$ cat src/design/dtyp_pkg.sv
`timescale 1ns / 1ps
`default_nettype none

package dtyp_pkg;

   // Number of CORDIC micro-rotations per angle unless overridden.
   localparam int CORDIC_STEPS_DEF = 16;
   localparam int MAX_STEPS        = 32;

   // Field and datapath widths.
   localparam int IN_W     = 32;          // Q16.16 position fields
   localparam int DIFF_W   = 33;          // position differences
   localparam int NORM_W   = 38;          // normalized component, signed
   localparam int NORM_TOP = 36;          // largest magnitude lands in [2^36, 2^37)
   localparam int SHIFT_W  = 6;
   localparam int CW       = 42;          // CORDIC x and y
   localparam int ZW       = 26;          // CORDIC angle, units of 2^-16 degree
   localparam int ANG_W    = 17;          // Q8.8 output angle
   localparam int SQ_W     = 16;          // operand width of the distance squares
   localparam int SUM_W    = 34;
   localparam int THR_W    = 32;
   localparam int GAIN_W   = 24;

   // Slightly below 2^24 / K for the converged CORDIC gain K.
   localparam logic [GAIN_W-1:0]       INV_GAIN  = 24'd10187998;
   localparam logic signed [ZW-1:0]    ANG_90    = 26'sd5898240;
   localparam logic signed [ANG_W-1:0] Q88_LIMIT = 17'sd46080;
   localparam logic signed [ANG_W-1:0] Q88_RIGHT = 17'sd23040;

   // atan(2^-i) in units of 2^-16 degree, rounded to nearest.
   localparam int ATAN_TAB [MAX_STEPS] = '{
      2949120, 1740967, 919879, 466945, 234379, 117304, 58666, 29335,
      14668, 7334, 3667, 1833, 917, 458, 229, 115,
      57, 29, 14, 7, 4, 2, 1, 0,
      0, 0, 0, 0, 0, 0, 0, 0
   };

   // Per-item status that rides along the pipeline.
   typedef struct packed {
      logic too_close;
      logic vertical;
      logic yaw_only;
      logic dz_neg;
      logic dz_zero;
   } flags_type;

   // Sideband through the yaw chain.
   typedef struct packed {
      flags_type               flags;
      logic signed [NORM_W-1:0] nz;
   } yaw_side_type;

   // Sideband through the pitch chain.
   typedef struct packed {
      flags_type           flags;
      logic signed [ZW-1:0] yaw_z;
   } pitch_side_type;

endpackage

`default_nettype wire

$ cat src/design/dtyp_gain.sv
`timescale 1ns / 1ps
`default_nettype none

module dtyp_gain
   import dtyp_pkg::*;
(
   input  wire logic                 clock,
   input  wire logic                 reset,
   input  wire logic                 en,
   input  wire logic                 in_valid,
   input  wire logic signed [CW-1:0] in_x,
   input  wire logic signed [ZW-1:0] in_z,
   input  wire yaw_side_type         in_side,
   output logic                      out_valid,
   output logic signed [CW-1:0]      out_x,
   output logic signed [CW-1:0]      out_y,
   output pitch_side_type            out_side
);

   localparam int XU_W   = CW - 1;
   localparam int LO_W   = 21;
   localparam int HI_W   = XU_W - LO_W;
   localparam int PROD_W = XU_W + GAIN_W;

   logic                     v1_ff, v2_ff;
   logic [XU_W-1:0]          xu;
   logic [LO_W+GAIN_W-1:0]   pl1_ff;
   logic [HI_W+GAIN_W-1:0]   ph1_ff;
   logic signed [NORM_W-1:0] nz1_ff;
   pitch_side_type           side1_ff;
   logic [PROD_W-1:0]        prod;
   logic signed [CW-1:0]     x2_ff, y2_ff;
   pitch_side_type           side2_ff;

   // A negative final x counts as zero.
   assign xu = in_x[CW-1] ? '0 : in_x[XU_W-1:0];

   // Product split in two halves so that each multiplier stays narrow.
   assign prod = ({ph1_ff, LO_W'(0)}) + PROD_W'(pl1_ff);

   always_ff @(posedge clock) begin
      if (reset) begin
         v1_ff <= 1'b0;
         v2_ff <= 1'b0;
      end else if (en) begin
         v1_ff <= in_valid;
         v2_ff <= v1_ff;
      end
   end

   always_ff @(posedge clock) begin
      if (en) begin
         pl1_ff         <= (LO_W+GAIN_W)'(xu[LO_W-1:0]) * (LO_W+GAIN_W)'(INV_GAIN);
         ph1_ff         <= (HI_W+GAIN_W)'(xu[XU_W-1:LO_W]) * (HI_W+GAIN_W)'(INV_GAIN);
         nz1_ff         <= in_side.nz;
         side1_ff.flags <= in_side.flags;
         side1_ff.yaw_z <= in_z;

         x2_ff    <= CW'(prod[PROD_W-1:GAIN_W]);
         y2_ff    <= -CW'(nz1_ff);
         side2_ff <= side1_ff;
      end
   end

   assign out_valid = v2_ff;
   assign out_x     = x2_ff;
   assign out_y     = y2_ff;
   assign out_side  = side2_ff;

endmodule

`default_nettype wire

$ cat config.mk
export PLATFORM = sky130hd
export DESIGN_NAME = dtyp_gain
export DESIGN_NICKNAME = d
export VERILOG_FILES = /design/src/design/dtyp_pkg.sv /design/src/design/dtyp_gain.sv
export SDC_FILE = /design/constraint.sdc
export NUM_CORES = 1
export LEC_CHECK = 0
export CAP_MARGIN = 25
export CORE_MARGIN = 8
export CORE_UTILIZATION = 65
export DETAILED_ROUTE_END_ITERATION = 12
export DONT_BUFFER_PORTS = 1
export PLACE_DENSITY = 0.81
export SYNTH_ARGS = -nofsm -noshare
export SYNTH_HDL_FRONTEND = slang
export SYNTH_SLANG_ARGS = --single-unit
$ cat constraint.sdc
create_clock -name clock -period 10.9 [get_ports clock]
set_input_delay 1.635 -clock clock [delete_from_list [all_inputs] [get_ports clock]]
set_output_delay 1.635 -clock clock [all_outputs]
set_load 0.1 [all_outputs]
==> impl_results.html <==
<table>
<tr><th>Metric</th><th>Value</th></tr>
<tr><th colspan="2">Place</th></tr>
<tr><td>Final weighted congestion in routability-driven placement</td><td>1.01</td></tr>
<tr><td>Quantity of I/O buffers inserted on ports</td><td>0</td></tr>
<tr><td>Post-detail-place hpwl</td><td>54.2 mm</td></tr>
<tr><td>Placed cell areas</td><td>27,700 µm²</td></tr>
<tr><th colspan="2">Flow run</th></tr>
<tr><td>Max-cap violation count</td><td>0</td></tr>
<tr><th colspan="2">STA</th></tr>
<tr><td>Setup repair after global routing missed its margin</td><td>false</td></tr>
<tr><td>Hold Vio Cnt, Final</td><td>0</td></tr>
<tr><td>Setup TNS</td><td>0 ns</td></tr>
<tr><td>Tightest slew margin relative to the limit</td><td>31.1%</td></tr>
<tr><td>Setup violators final</td><td>0</td></tr>
<tr><td>Final worst-path cycle share</td><td>77.5%</td></tr>
<tr><td>Worst clock skew</td><td>0.0375 ns</td></tr>
<tr><td>Minimum clock period</td><td>8.44 ns</td></tr>
<tr><td>Count of final max-slew check failures</td><td>0</td></tr>
<tr><td>Measured slew at the worst slew-check pin</td><td>1.04 ns</td></tr>
<tr><td>Fmax achieved</td><td>118 MHz</td></tr>
<tr><th colspan="2">Floorplanning</th></tr>
<tr><td>I/O Pins</td><td>231</td></tr>
<tr><td>Core box area</td><td>41,000 µm²</td></tr>
<tr><td>Die H</td><td>220 µm</td></tr>
<tr><td>Die boundary width</td><td>220 µm</td></tr>
<tr><td>Effective utilization at floorplan</td><td>66.0%</td></tr>
<tr><td>Number of rows created at floorplan</td><td>74</td></tr>
<tr><td>Die ar.</td><td>48,500 µm²</td></tr>
<tr><th colspan="2">Worst hold path</th></tr>
<tr><td>Worst hold path class</td><td>flip-flop to flip-flop</td></tr>
<tr><td>Hold path cells</td><td>0</td></tr>
<tr><th colspan="2">Route</th></tr>
<tr><td>Via density per instance</td><td>5.73</td></tr>
<tr><td>Detail Route Antenna Nets</td><td>0</td></tr>
<tr><td>Vias</td><td>16.6k</td></tr>
<tr><td>Number of violations reported at the end of detailed-routing iteration 0</td><td>1,351</td></tr>
<tr><td>Count of TritonRoute iterations in the first routing pass</td><td>5</td></tr>
<tr><td>Detail-routed net length per standard cell</td><td>21.5 µm</td></tr>
<tr><td>Total length of routed wires</td><td>62.3 mm</td></tr>
<tr><td>DRC Markers</td><td>0</td></tr>
<tr><th colspan="2">Finish</th></tr>
<tr><td># nets final</td><td>3,250</td></tr>
<tr><td>Number of filler instances in the final layout</td><td>2,961</td></tr>
<tr><td>Fraction of final layout cells sized beyond drive strength 1</td><td>2.41%</td></tr>
<tr><td>Area growth syn-to-layout</td><td>5.14%</td></tr>
<tr><td>Non-Filler Cell Area, Final</td><td>28,500 µm²</td></tr>
<tr><th colspan="2">Worst setup path</th></tr>
<tr><td>Startpoint Class</td><td>input port</td></tr>
<tr><td>Arrival time of data at the critical path endpoint</td><td>8.72 ns</td></tr>
<tr><td>Worst Reg-to-Reg Cells</td><td>11</td></tr>
<tr><td>Crit path largest cell delay</td><td>0.56 ns</td></tr>
<tr><td>CP bufs+invs</td><td>5</td></tr>
<tr><td>R2r setup slk</td><td>7.51 ns</td></tr>
<tr><td>Req. time, crit path</td><td>11.18 ns</td></tr>
<tr><td>Cell with the biggest individual delay on the critical path</td><td>o31ai_1</td></tr>
<tr><td>Top cell family by delay on the critical path</td><td>adder cells</td></tr>
<tr><td>Crit path kind</td><td>input port to flip-flop</td></tr>
<tr><td>Endpoint type of the worst setup path</td><td>flip-flop</td></tr>
<tr><td>Top fanout value on the critical path</td><td>7</td></tr>
<tr><td>Total number of cells along the worst setup path</td><td>25</td></tr>
<tr><th colspan="2">Clock tree</th></tr>
<tr><td>Worst-skew pair later-pin latency</td><td>0.54 ns</td></tr>
<tr><td>Cts repair resizes</td><td>0</td></tr>
<tr><td>Num CTS Buffers</td><td>25</td></tr>
<tr><td>Root cell of the clock tree</td><td>clkbuf_16</td></tr>
<tr><td>TritonCTS clock tree</td><td>done</td></tr>
<tr><td>H-tree Lvls</td><td>1</td></tr>
<tr><td>Post-CTS setup buffer count</td><td>0</td></tr>
<tr><td>Number of clock sinks seen by CTS</td><td>251</td></tr>
<tr><td>Max Buffers Root-to-Sink</td><td>3</td></tr>
<tr><td>Number of hold buffers added after cts</td><td>0</td></tr>
<tr><td>Clk pin slew, worst setup/hold paths</td><td>0.06 ns</td></tr>
<tr><th colspan="2">Synth</th></tr>
<tr><td>Synth warnings</td><td>0</td></tr>
<tr><td>Mapped cell area</td><td>27,100 µm²</td></tr>
<tr><td>Most frequently used flop master after synthesis</td><td>edfxtp_1</td></tr>
<tr><td>Commonest cells post-synth</td><td>inv_1 (574), ha_1 (404), fa_1 (385), edfxtp_1 (249), a21oi_1 (90)</td></tr>
<tr><td>Seq/Total Area, Yosys</td><td>27.8%</td></tr>
<tr><td>Async set-reset flop share out of synthesis</td><td>0%</td></tr>
<tr><td>Area fraction of the dominant cell type after synthesis</td><td>28.5%</td></tr>
<tr><td>Library cells used by synthesis</td><td>69</td></tr>
<tr><td>Post-synth net total</td><td>3,244</td></tr>
<tr><td>Top post-synthesis cells by area</td><td>fa_1 (28%), edfxtp_1 (28%), ha_1 (19%)</td></tr>
<tr><td>Flops &amp; latches, synth</td><td>251</td></tr>
<tr><td>Number of enable flip-flop cells after synthesis</td><td>249</td></tr>
<tr><td>Cells after Synth</td><td>2,340</td></tr>
<tr><td>Leading area contributor after synthesis</td><td>fa_1</td></tr>
<tr><td>Post-synthesis average cell area</td><td>11.6 µm²</td></tr>
<tr><td>Dominant cell by count in the synthesized netlist</td><td>inv_1</td></tr>
<tr><th colspan="2">Global route</th></tr>
<tr><td>Tot GR Track Use</td><td>26.3%</td></tr>
<tr><td>Wire length of the first global-routing pass</td><td>97.8 mm</td></tr>
<tr><td>Total gr overflow</td><td>0</td></tr>
<tr><td>Number of global-route vias before repair</td><td>17.6k</td></tr>
<tr><td>Pin count of the biggest net entering global routing</td><td>252</td></tr>
<tr><td>Number of antenna violations at the first check in global routing</td><td>2</td></tr>
<tr><th colspan="2">Run status</th></tr>
<tr><td>Result of the run</td><td>completed</td></tr>
</table>
==> final timing paths <==
kind,from,end
max,in_x[20],pl1_ff[40]$_DFFE_PP_
min,side1_ff[25]$_DFFE_PP_,out_side[25]$_DFFE_PP_
max reg2reg,pl1_ff[24]$_DFFE_PP_,out_x[40]$_DFFE_PP_
min reg2reg,side1_ff[25]$_DFFE_PP_,out_side[25]$_DFFE_PP_
==> registers in the layout, summed over array words and instances, names as in the netlist <==
| signal | flops |
|---|---|
| nz1_ff | 38 |
| out_side | 31 |
| out_valid | 1 |
| out_x | 41 |
| out_y | 42 |
| ph1_ff | 43 |
| pl1_ff | 23 |
| side1_ff | 31 |
| v1_ff | 1 |
==> cells in the final DEF, fill, tap and decap left out, drive strengths merged, types with 4 or more instances in the layout <==
cell type,count
or4,5
clkinv,6
a21o,46
nand3,24
or2,6
a211o,5
fa,385
xnor2,88
edfxtp,249
and3,15
clkbuf,32
a31oi,12
o31ai,4
o211ai,4
inv,578
o21a,4
or3,9
nor2b,29
nand3b,7
o21ai,35
a21oi,90
ha,404
and4,6
nand2,54
a211oi,6
nand2b,30
nand4,15
o21bai,11
nor3,22
and2,7
xor2,53
nor2,66
nor4,8
o31a,4
a31o,4
==> per-layer routing <==
metal / track usage, % / vias up / part of all wire, %
met5: 0 / - / 0.021
met4: 5.28 / 2 / 1.9
met3: 4.84 / 85 / 7.6
met2: 42.3 / 576 / 45
met1: 37.4 / 8309 / 45
li1: - / 7645 / -
==> kinds of logic (layout without fill, tap and decap cells) <==
group / Yosys count / after routing / synth area share [%]
AOI/OAI and AO/OA: 252 / 252 / 6.05
DFF: 251 / 251 / 27.8
and+or+nand+nor: 307 / 307 / 6.07
xor gates and xnor gates: 141 / 141 / 4.56
buffers and inverters: 596 / 620 / 8.31
other: 1 / 3 / 0.0138
adders and majority gates: 789 / 789 / 47.1
muxes: 3 / 3 / 0.111
==> area by class of cell <==
| class | count | area (µm²) | area share, % |
|---|---|---|---|
| antenna | 2 | 5.00 | 0.0176 |
| clock buffer | 32 | 652 | 2.29 |
| clock inverter | 13 | 156 | 0.549 |
| inverter | 574 | 2150 | 7.57 |
| multi-input combinational | 1493 | 17300 | 60.8 |
| sequential | 251 | 7520 | 26.4 |
| tap | 532 | 666 | 2.34 |
| timing repair buffer | 1 | 7.51 | 0.0264 |
==> per-stage QoR <==
stage	util, %	hold WS [ns]	cells	worst slack, ns
floorplan	-	0.400	2340	2.57
detailed placement	67.4	0.405	2851	1.99
CTS	69.4	0.419	2896	2.54
global route	69.4	0.426	2896	1.78
finish	69.4	0.418	2898	2.46
global placement	67.4	0.400	2851	2.21
Power is not shown: default switching activity piles up to over one toggle a cycle in this logic, so the estimate is an artifact.
