$ cat src/design/dtyp_pkg.sv
`timescale 1ns / 1ps
`default_nettype none

package dtyp_pkg;

   // Number of CORDIC micro-rotations per angle unless overridden.
   localparam int CORDIC_STEPS_DEF = 16;
   localparam int MAX_STEPS        = 32;

   // Field and datapath widths.
   localparam int IN_W     = 32;          // Q16.16 position fields
   localparam int DIFF_W   = 33;          // position differences
   localparam int NORM_W   = 38;          // normalized component, signed
   localparam int NORM_TOP = 36;          // largest magnitude lands in [2^36, 2^37)
   localparam int SHIFT_W  = 6;
   localparam int CW       = 42;          // CORDIC x and y
   localparam int ZW       = 26;          // CORDIC angle, units of 2^-16 degree
   localparam int ANG_W    = 17;          // Q8.8 output angle
   localparam int SQ_W     = 16;          // operand width of the distance squares
   localparam int SUM_W    = 34;
   localparam int THR_W    = 32;
   localparam int GAIN_W   = 24;

   // Slightly below 2^24 / K for the converged CORDIC gain K.
   localparam logic [GAIN_W-1:0]       INV_GAIN  = 24'd10187998;
   localparam logic signed [ZW-1:0]    ANG_90    = 26'sd5898240;
   localparam logic signed [ANG_W-1:0] Q88_LIMIT = 17'sd46080;
   localparam logic signed [ANG_W-1:0] Q88_RIGHT = 17'sd23040;

   // atan(2^-i) in units of 2^-16 degree, rounded to nearest.
   localparam int ATAN_TAB [MAX_STEPS] = '{
      2949120, 1740967, 919879, 466945, 234379, 117304, 58666, 29335,
      14668, 7334, 3667, 1833, 917, 458, 229, 115,
      57, 29, 14, 7, 4, 2, 1, 0,
      0, 0, 0, 0, 0, 0, 0, 0
   };

   // Per-item status that rides along the pipeline.
   typedef struct packed {
      logic too_close;
      logic vertical;
      logic yaw_only;
      logic dz_neg;
      logic dz_zero;
   } flags_type;

   // Sideband through the yaw chain.
   typedef struct packed {
      flags_type               flags;
      logic signed [NORM_W-1:0] nz;
   } yaw_side_type;

   // Sideband through the pitch chain.
   typedef struct packed {
      flags_type           flags;
      logic signed [ZW-1:0] yaw_z;
   } pitch_side_type;

endpackage

`default_nettype wire

$ cat src/design/dtyp_front.sv
`timescale 1ns / 1ps
`default_nettype none

module dtyp_front
   import dtyp_pkg::*;
(
   input  wire logic                   clock,
   input  wire logic                   reset,
   input  wire logic                   en,
   input  wire logic                   in_valid,
   input  wire logic signed [IN_W-1:0] cam_x,
   input  wire logic signed [IN_W-1:0] cam_y,
   input  wire logic signed [IN_W-1:0] cam_z,
   input  wire logic signed [IN_W-1:0] anchor_x,
   input  wire logic signed [IN_W-1:0] anchor_y,
   input  wire logic signed [IN_W-1:0] anchor_z,
   input  wire logic                   mode,
   input  wire logic [THR_W-1:0]       min_distance_squared,
   output logic                        out_valid,
   output logic signed [CW-1:0]        out_x,
   output logic signed [CW-1:0]        out_y,
   output yaw_side_type                out_side
);

   localparam int GRP_BITS = 8;
   localparam int GROUPS   = (DIFF_W + GRP_BITS - 1) / GRP_BITS;
   localparam int LOC_W    = $clog2(GRP_BITS);
   localparam int POS_W    = $clog2(GROUPS * GRP_BITS);

   // Stage 1: differences.
   logic                     v1_ff;
   logic signed [DIFF_W-1:0] dx1_ff, dy1_ff, dz1_ff;
   logic                     mode1_ff;

   // Stage 2: magnitudes.
   logic                     v2_ff;
   logic signed [DIFF_W-1:0] dx2_ff, dy2_ff, dz2_ff;
   logic [DIFF_W-1:0]        ax2_ff, ay2_ff, az2_ff;
   logic [DIFF_W-1:0]        ax2_in, ay2_in, az2_in;
   logic                     mode2_ff;

   // Stage 3: squares and per-group leading-one search.
   logic                     v3_ff;
   logic signed [DIFF_W-1:0] dx3_ff, dy3_ff, dz3_ff;
   logic [2*SQ_W-1:0]        sqx3_ff, sqy3_ff, sqz3_ff;
   logic                     small3_ff;
   logic                     vertical3_ff, dz_neg3_ff, dz_zero3_ff, mode3_ff;
   logic [GROUPS-1:0]        grp_nz3_ff, grp_nz3_in;
   logic [LOC_W-1:0]         grp_loc3_ff [GROUPS];
   logic [LOC_W-1:0]         grp_loc3_in [GROUPS];
   logic [GROUPS*GRP_BITS-1:0] orv;

   // Stage 4: threshold compare and shift amount.
   logic                     v4_ff;
   logic signed [DIFF_W-1:0] dx4_ff, dy4_ff, dz4_ff;
   flags_type                flags4_ff, flags4_in;
   logic [SHIFT_W-1:0]       shift4_ff, shift4_in;
   logic [POS_W-1:0]         msb_pos;
   logic [SUM_W-1:0]         sum_sq;

   // Stage 5: normalized components.
   logic                     v5_ff;
   logic signed [CW-1:0]     x5_ff, y5_ff;
   yaw_side_type             side5_ff, side5_in;

   // Valid bits of all stages.
   always_ff @(posedge clock) begin
      if (reset) begin
         v1_ff <= 1'b0;
         v2_ff <= 1'b0;
         v3_ff <= 1'b0;
         v4_ff <= 1'b0;
         v5_ff <= 1'b0;
      end else if (en) begin
         v1_ff <= in_valid;
         v2_ff <= v1_ff;
         v3_ff <= v2_ff;
         v4_ff <= v3_ff;
         v5_ff <= v4_ff;
      end
   end

   // Magnitude of a 33 bit difference; the most negative value maps to 2^32.
   assign ax2_in = dx1_ff[DIFF_W-1] ? $unsigned(-dx1_ff) : $unsigned(dx1_ff);
   assign ay2_in = dy1_ff[DIFF_W-1] ? $unsigned(-dy1_ff) : $unsigned(dy1_ff);
   assign az2_in = dz1_ff[DIFF_W-1] ? $unsigned(-dz1_ff) : $unsigned(dz1_ff);

   // The OR of the magnitudes has its top bit where the largest one has.
   assign orv = (GROUPS*GRP_BITS)'(ax2_ff | ay2_ff | az2_ff);

   always_comb begin
      for (int g = 0; g < GROUPS; g++) begin
         grp_nz3_in[g]  = |orv[g*GRP_BITS +: GRP_BITS];
         grp_loc3_in[g] = '0;
         for (int b = 0; b < GRP_BITS; b++) begin
            if (orv[g*GRP_BITS + b]) begin
               grp_loc3_in[g] = LOC_W'(b);
            end
         end
      end
   end

   // The highest group with a set bit gives the leading-one position.
   always_comb begin
      msb_pos = '0;
      for (int g = 0; g < GROUPS; g++) begin
         if (grp_nz3_ff[g]) begin
            msb_pos = POS_W'(g * GRP_BITS) + POS_W'(grp_loc3_ff[g]);
         end
      end
      shift4_in = SHIFT_W'(NORM_TOP) - SHIFT_W'(msb_pos);
   end

   // Any magnitude of 2^16 or more already squares past every threshold.
   assign sum_sq = SUM_W'(sqx3_ff) + SUM_W'(sqy3_ff) + SUM_W'(sqz3_ff);

   always_comb begin
      flags4_in.too_close = small3_ff && (sum_sq < SUM_W'(min_distance_squared));
      flags4_in.vertical  = vertical3_ff;
      flags4_in.yaw_only  = mode3_ff;
      flags4_in.dz_neg    = dz_neg3_ff;
      flags4_in.dz_zero   = dz_zero3_ff;
   end

   always_comb begin
      side5_in.flags = flags4_ff;
      side5_in.nz    = NORM_W'(dz4_ff) <<< shift4_ff;
   end

   // Payload registers.
   always_ff @(posedge clock) begin
      if (en) begin
         dx1_ff   <= DIFF_W'(cam_x) - DIFF_W'(anchor_x);
         dy1_ff   <= DIFF_W'(cam_y) - DIFF_W'(anchor_y);
         dz1_ff   <= DIFF_W'(cam_z) - DIFF_W'(anchor_z);
         mode1_ff <= mode;

         dx2_ff   <= dx1_ff;
         dy2_ff   <= dy1_ff;
         dz2_ff   <= dz1_ff;
         ax2_ff   <= ax2_in;
         ay2_ff   <= ay2_in;
         az2_ff   <= az2_in;
         mode2_ff <= mode1_ff;

         dx3_ff       <= dx2_ff;
         dy3_ff       <= dy2_ff;
         dz3_ff       <= dz2_ff;
         sqx3_ff      <= (2*SQ_W)'(ax2_ff[SQ_W-1:0]) * (2*SQ_W)'(ax2_ff[SQ_W-1:0]);
         sqy3_ff      <= (2*SQ_W)'(ay2_ff[SQ_W-1:0]) * (2*SQ_W)'(ay2_ff[SQ_W-1:0]);
         sqz3_ff      <= (2*SQ_W)'(az2_ff[SQ_W-1:0]) * (2*SQ_W)'(az2_ff[SQ_W-1:0]);
         small3_ff    <= (ax2_ff[DIFF_W-1:SQ_W] == '0) && (ay2_ff[DIFF_W-1:SQ_W] == '0)
                         && (az2_ff[DIFF_W-1:SQ_W] == '0);
         vertical3_ff <= (ax2_ff == '0) && (ay2_ff == '0);
         dz_neg3_ff   <= dz2_ff[DIFF_W-1];
         dz_zero3_ff  <= (az2_ff == '0);
         mode3_ff     <= mode2_ff;
         grp_nz3_ff   <= grp_nz3_in;
         grp_loc3_ff  <= grp_loc3_in;

         dx4_ff    <= dx3_ff;
         dy4_ff    <= dy3_ff;
         dz4_ff    <= dz3_ff;
         flags4_ff <= flags4_in;
         shift4_ff <= shift4_in;

         x5_ff    <= CW'(NORM_W'(dx4_ff) <<< shift4_ff);
         y5_ff    <= CW'(NORM_W'(dy4_ff) <<< shift4_ff);
         side5_ff <= side5_in;
      end
   end

   assign out_valid = v5_ff;
   assign out_x     = x5_ff;
   assign out_y     = y5_ff;
   assign out_side  = side5_ff;

endmodule

`default_nettype wire

$ cat config.mk
export PLATFORM = sky130hd
export DESIGN_NAME = dtyp_front
export DESIGN_NICKNAME = d
export VERILOG_FILES = /design/src/design/dtyp_pkg.sv /design/src/design/dtyp_front.sv
export SDC_FILE = /design/constraint.sdc
export NUM_CORES = 2
export LEC_CHECK = 0
export ABC_CLOCK_PERIOD_IN_PS = 7500
export BUFFER_PORTS_ARGS = -buffer_cell sky130_fd_sc_hd__buf_2
export CORE_ASPECT_RATIO = 0.75
export CORE_MARGIN = 4
export CORE_UTILIZATION = 45
export DETAILED_ROUTE_END_ITERATION = 10
export HOLD_SLACK_MARGIN = 0.06
export PLACE_DENSITY_LB_ADDON = 0.08
export SYNTH_ARGS = -nofsm -noshare
export SYNTH_HDL_FRONTEND = slang
export SYNTH_SLANG_ARGS = --single-unit
$ cat constraint.sdc
create_clock -name clock -period 7.5 [get_ports clock]
set_input_delay 1.5 -clock clock [delete_from_list [all_inputs] [get_ports clock]]
set_output_delay 1.5 -clock clock [all_outputs]
set_load 0.01 [all_outputs]
==> qor.yml <==
synth_edf_count: 742
min_path_cells: 0
synth-seq-area-share: 0.372
hp-class: "reg2reg"
netlist_instances: 5596
clk_latency_ns: 0.70
root_buffer: "clkbuf_16"
critPathCaptureType: "flop"
io_pins: 357
worstMarginPinSlew_ns: 1.17
ctsLongestPathBuffers: 3
die_h_um: 325
start_util: 0.456
min-delay-start: "dy3_ff[12]"
rows: 115
clkSlewWorstSetupHoldPaths_ns: 0.07
grt_max_degree: 174
syn_nets: 6805
core-area_um2: 132000
arrival_ns: 7.49
rsz0062_at_grt: "false"
maxCapViolations: 0
ys_ff_latch: 747
required_ns: 7.96
hold_viol_final: 0
syn_area_per_cell_um2: 10.7
status: "complete, no violations"
worst-setup-path-type: "reg2reg"
startpoint_type: "flop"
rr_endpoint: "sqy3_ff[28]"
drv_slew: 0
place_congestion: 0.939
cts_resized: 0
final_nets: 7126
port_buffers: 356
yosysWarnings: 0
min_period_ns: 7.03
hpwl_mm: 134
cts_setup_buffers: 0
grt_overflow: 0
routedWlPerCell_um: 21.4
min_to: "dy4_ff[12]"
die_x_um: 430
via_per_inst: 5.41
fillers: 11995
hold_buffers: 0
via_count: 41847
cp_max_fo: 18
slew_headroom: 0.213
timing.final.crit_share: 0.938
grt.total_usage: 0.239
ff2ff_path_depth: 24
hold_slack_ns: 0.412
ys_types: 78
htree_levels: 3
grt_first_pass_wirelength_mm: 255
drt_iter0_markers: 3740
fin_ws_ns: 0.467
reg2reg_slack_ns: 0.47
clock-sinks: 747
finalWirelength_mm: 165
setup_violations: 0
tritoncts: "done"
layout-drive-gt1-share: 0.116
cts-buffers-inserted: 79
ant_nets: 0
area_growth_pct: 10.9
r2r-start: "ay2_ff[2]"
syn_area_um2: 60100
fmax_mhz: 142
drt_pass1_iterations: 6
dp_slack_ns: 0.472
remaining_drc_errors: 0
synthFlopType: "edfxtp_1"
async_flop_share: 0
multi_input_area_um2: 33600
grt_pass1_vias: 41475
regArea_um2: 22400
setup_tns_ns: 0
finClkSkew_ns: 0.0260
antenna_found_initial: 8
die_area_um2: 140000
area by class of cell:
cell class / instances / area share
antenna: 4 / 0.000150
sequential: 747 / 0.336
multi-input combinational: 3735 / 0.503
clock inverter: 47 / 0.00887
clock buffer: 94 / 0.0305
tap: 1755 / 0.0329
inverter: 920 / 0.0518
timing repair buffer: 434 / 0.0370
layout by cell type, fill, tap and decap left out, types with 19 or more instances in the layout:
| cell | instances |
|---|---|
| a211oi_1 | 44 |
| a21o_1 | 95 |
| a21oi_1 | 254 |
| a31oi_1 | 44 |
| and2_1 | 145 |
| and3_1 | 30 |
| buf_2 | 355 |
| buf_4 | 71 |
| clkbuf_16 | 79 |
| edfxtp_1 | 742 |
| fa_1 | 521 |
| ha_1 | 459 |
| inv_1 | 918 |
| mux2_2 | 27 |
| mux2i_1 | 74 |
| mux4_2 | 67 |
| nand2_1 | 537 |
| nand2b_1 | 37 |
| nand3_1 | 57 |
| nand4_1 | 22 |
| nor2_1 | 354 |
| nor2b_1 | 61 |
| nor3_1 | 54 |
| nor4_1 | 37 |
| o21a_1 | 35 |
| o21ai_0 | 130 |
| o21ai_1 | 29 |
| o21bai_1 | 23 |
| o22ai_1 | 22 |
| o31ai_1 | 31 |
| o41ai_1 | 19 |
| or2_2 | 23 |
| or3_1 | 25 |
| xnor2_1 | 245 |
| xor2_1 | 57 |
cells in the mapped netlist, types with 8 or more instances:
| cell type | n | share of area |
|---|---|---|
| o22ai_1 | 22 | 0.0023 |
| nor2b_1 | 61 | 0.0063 |
| a2111oi_0 | 10 | 0.0015 |
| buf_1 | 32 | 0.0020 |
| a211oi_1 | 44 | 0.0055 |
| a31o_2 | 14 | 0.0020 |
| nor4_1 | 37 | 0.0039 |
| nand2_1 | 537 | 0.034 |
| nand3_1 | 57 | 0.0047 |
| edfxtp_1 | 742 | 0.37 |
| o31ai_1 | 32 | 0.0040 |
| a21oi_1 | 254 | 0.021 |
| xor2_1 | 57 | 0.0083 |
| nor2_1 | 354 | 0.022 |
| a41oi_1 | 8 | 0.0012 |
| a31oi_1 | 44 | 0.0046 |
| nor3_1 | 54 | 0.0045 |
| inv_1 | 918 | 0.057 |
| mux4_2 | 67 | 0.025 |
| o21a_1 | 35 | 0.0044 |
| nand4_1 | 22 | 0.0023 |
| o21ai_1 | 29 | 0.0024 |
| fa_1 | 521 | 0.17 |
| or2_2 | 23 | 0.0024 |
| a211o_1 | 13 | 0.0019 |
| xnor2_1 | 245 | 0.036 |
| nand2b_1 | 37 | 0.0039 |
| ha_1 | 459 | 0.096 |
| o21ai_0 | 130 | 0.011 |
| o211ai_1 | 14 | 0.0017 |
| and3_1 | 30 | 0.0031 |
| mux2_2 | 27 | 0.0051 |
| o41ai_1 | 19 | 0.0028 |
| clkbuf_1 | 161 | 0.010 |
| and2_1 | 145 | 0.015 |
| or4_1 | 17 | 0.0021 |
| or3_1 | 25 | 0.0026 |
| o21bai_1 | 23 | 0.0029 |
| mux2i_1 | 74 | 0.012 |
| a21o_1 | 95 | 0.012 |
sequential cells by signal (all words and copies together), names as in the netlist, 33 cells and up:
name,flops
dz2_ff,33
dy3_ff,33
dx1_ff,33
dz3_ff,33
dx3_ff,33
out_x,42
dz4_ff,33
dx4_ff,33
dx2_ff,33
dy4_ff,33
dy2_ff,33
out_side,43
out_y,42
dz1_ff,33
dy1_ff,33
through the flow:
stage          area, um^2  std cells   util
2_1_floorplan       60100       5596      -
5_1_grt             66700       7732  0.505
4_1_cts             66700       7732  0.505
3_3_place_gp        64100       7591  0.485
6_report            66700       7736  0.505
3_5_place_dp        64100       7591  0.485
metal layers:
metal  up-vias  track usage  share of wire
met4         0       0.0536          0.023
li1      19620            -              -
met2      1354        0.330           0.40
met1     20715        0.384           0.50
met3       158       0.0445          0.077
met5         -            0              0
kinds of logic (layout without fill, tap and decap cells):
| logic type | after synthesis | in the layout | synth area share |
|---|---|---|---|
| buffers and inverters | 1114 | 1495 | 0.0696 |
| flip-flops | 747 | 747 | 0.372 |
| multiplexers | 168 | 168 | 0.0425 |
| AO/OA/AOI/OAI | 855 | 855 | 0.0912 |
| other | 0 | 4 | 0 |
| AND/OR/NAND/NOR | 1430 | 1430 | 0.111 |
| adder cells (fa/ha/maj) | 980 | 980 | 0.269 |
| XOR/XNOR | 302 | 302 | 0.0440 |
worst max path at each step:
stage,from,endpoint,slack [ns],cells after the start
after floorplan,ax2_ff[1],sqx3_ff[31],0.90,26
after global placement,az2_ff[12],sqz3_ff[24],0.58,23
after detailed placement,ay2_ff[2],sqy3_ff[29],0.47,22
after CTS,ay2_ff[2],sqy3_ff[29],0.45,22
after global routing,ay2_ff[4],sqy3_ff[30],0.07,21
final,ay2_ff[2],sqy3_ff[28],0.47,24
critical path, stage by stage (launching register included):
cell       delay (ns)
edfxtp_1         0.69
nand2_1          0.24
inv_1            0.09
fa_1             0.56
inv_1            0.06
fa_1             0.53
inv_1            0.05
fa_1             0.50
inv_1            0.05
fa_1             0.52
inv_1            0.04
fa_1             0.47
inv_1            0.05
fa_1             0.47
inv_1            0.04
ha_1             0.30
a21o_1           0.18
a41oi_1          0.32
o22ai_1          0.31
a2111oi_0        0.56
buf_4            0.20
nor3_1           0.08
a21o_1           0.19
a21oi_1          0.18
xnor2_1          0.08
Power is left out: the tool's default activity adds up to more than one toggle a clock period on the data nets, which glitch-free logic cannot reach.
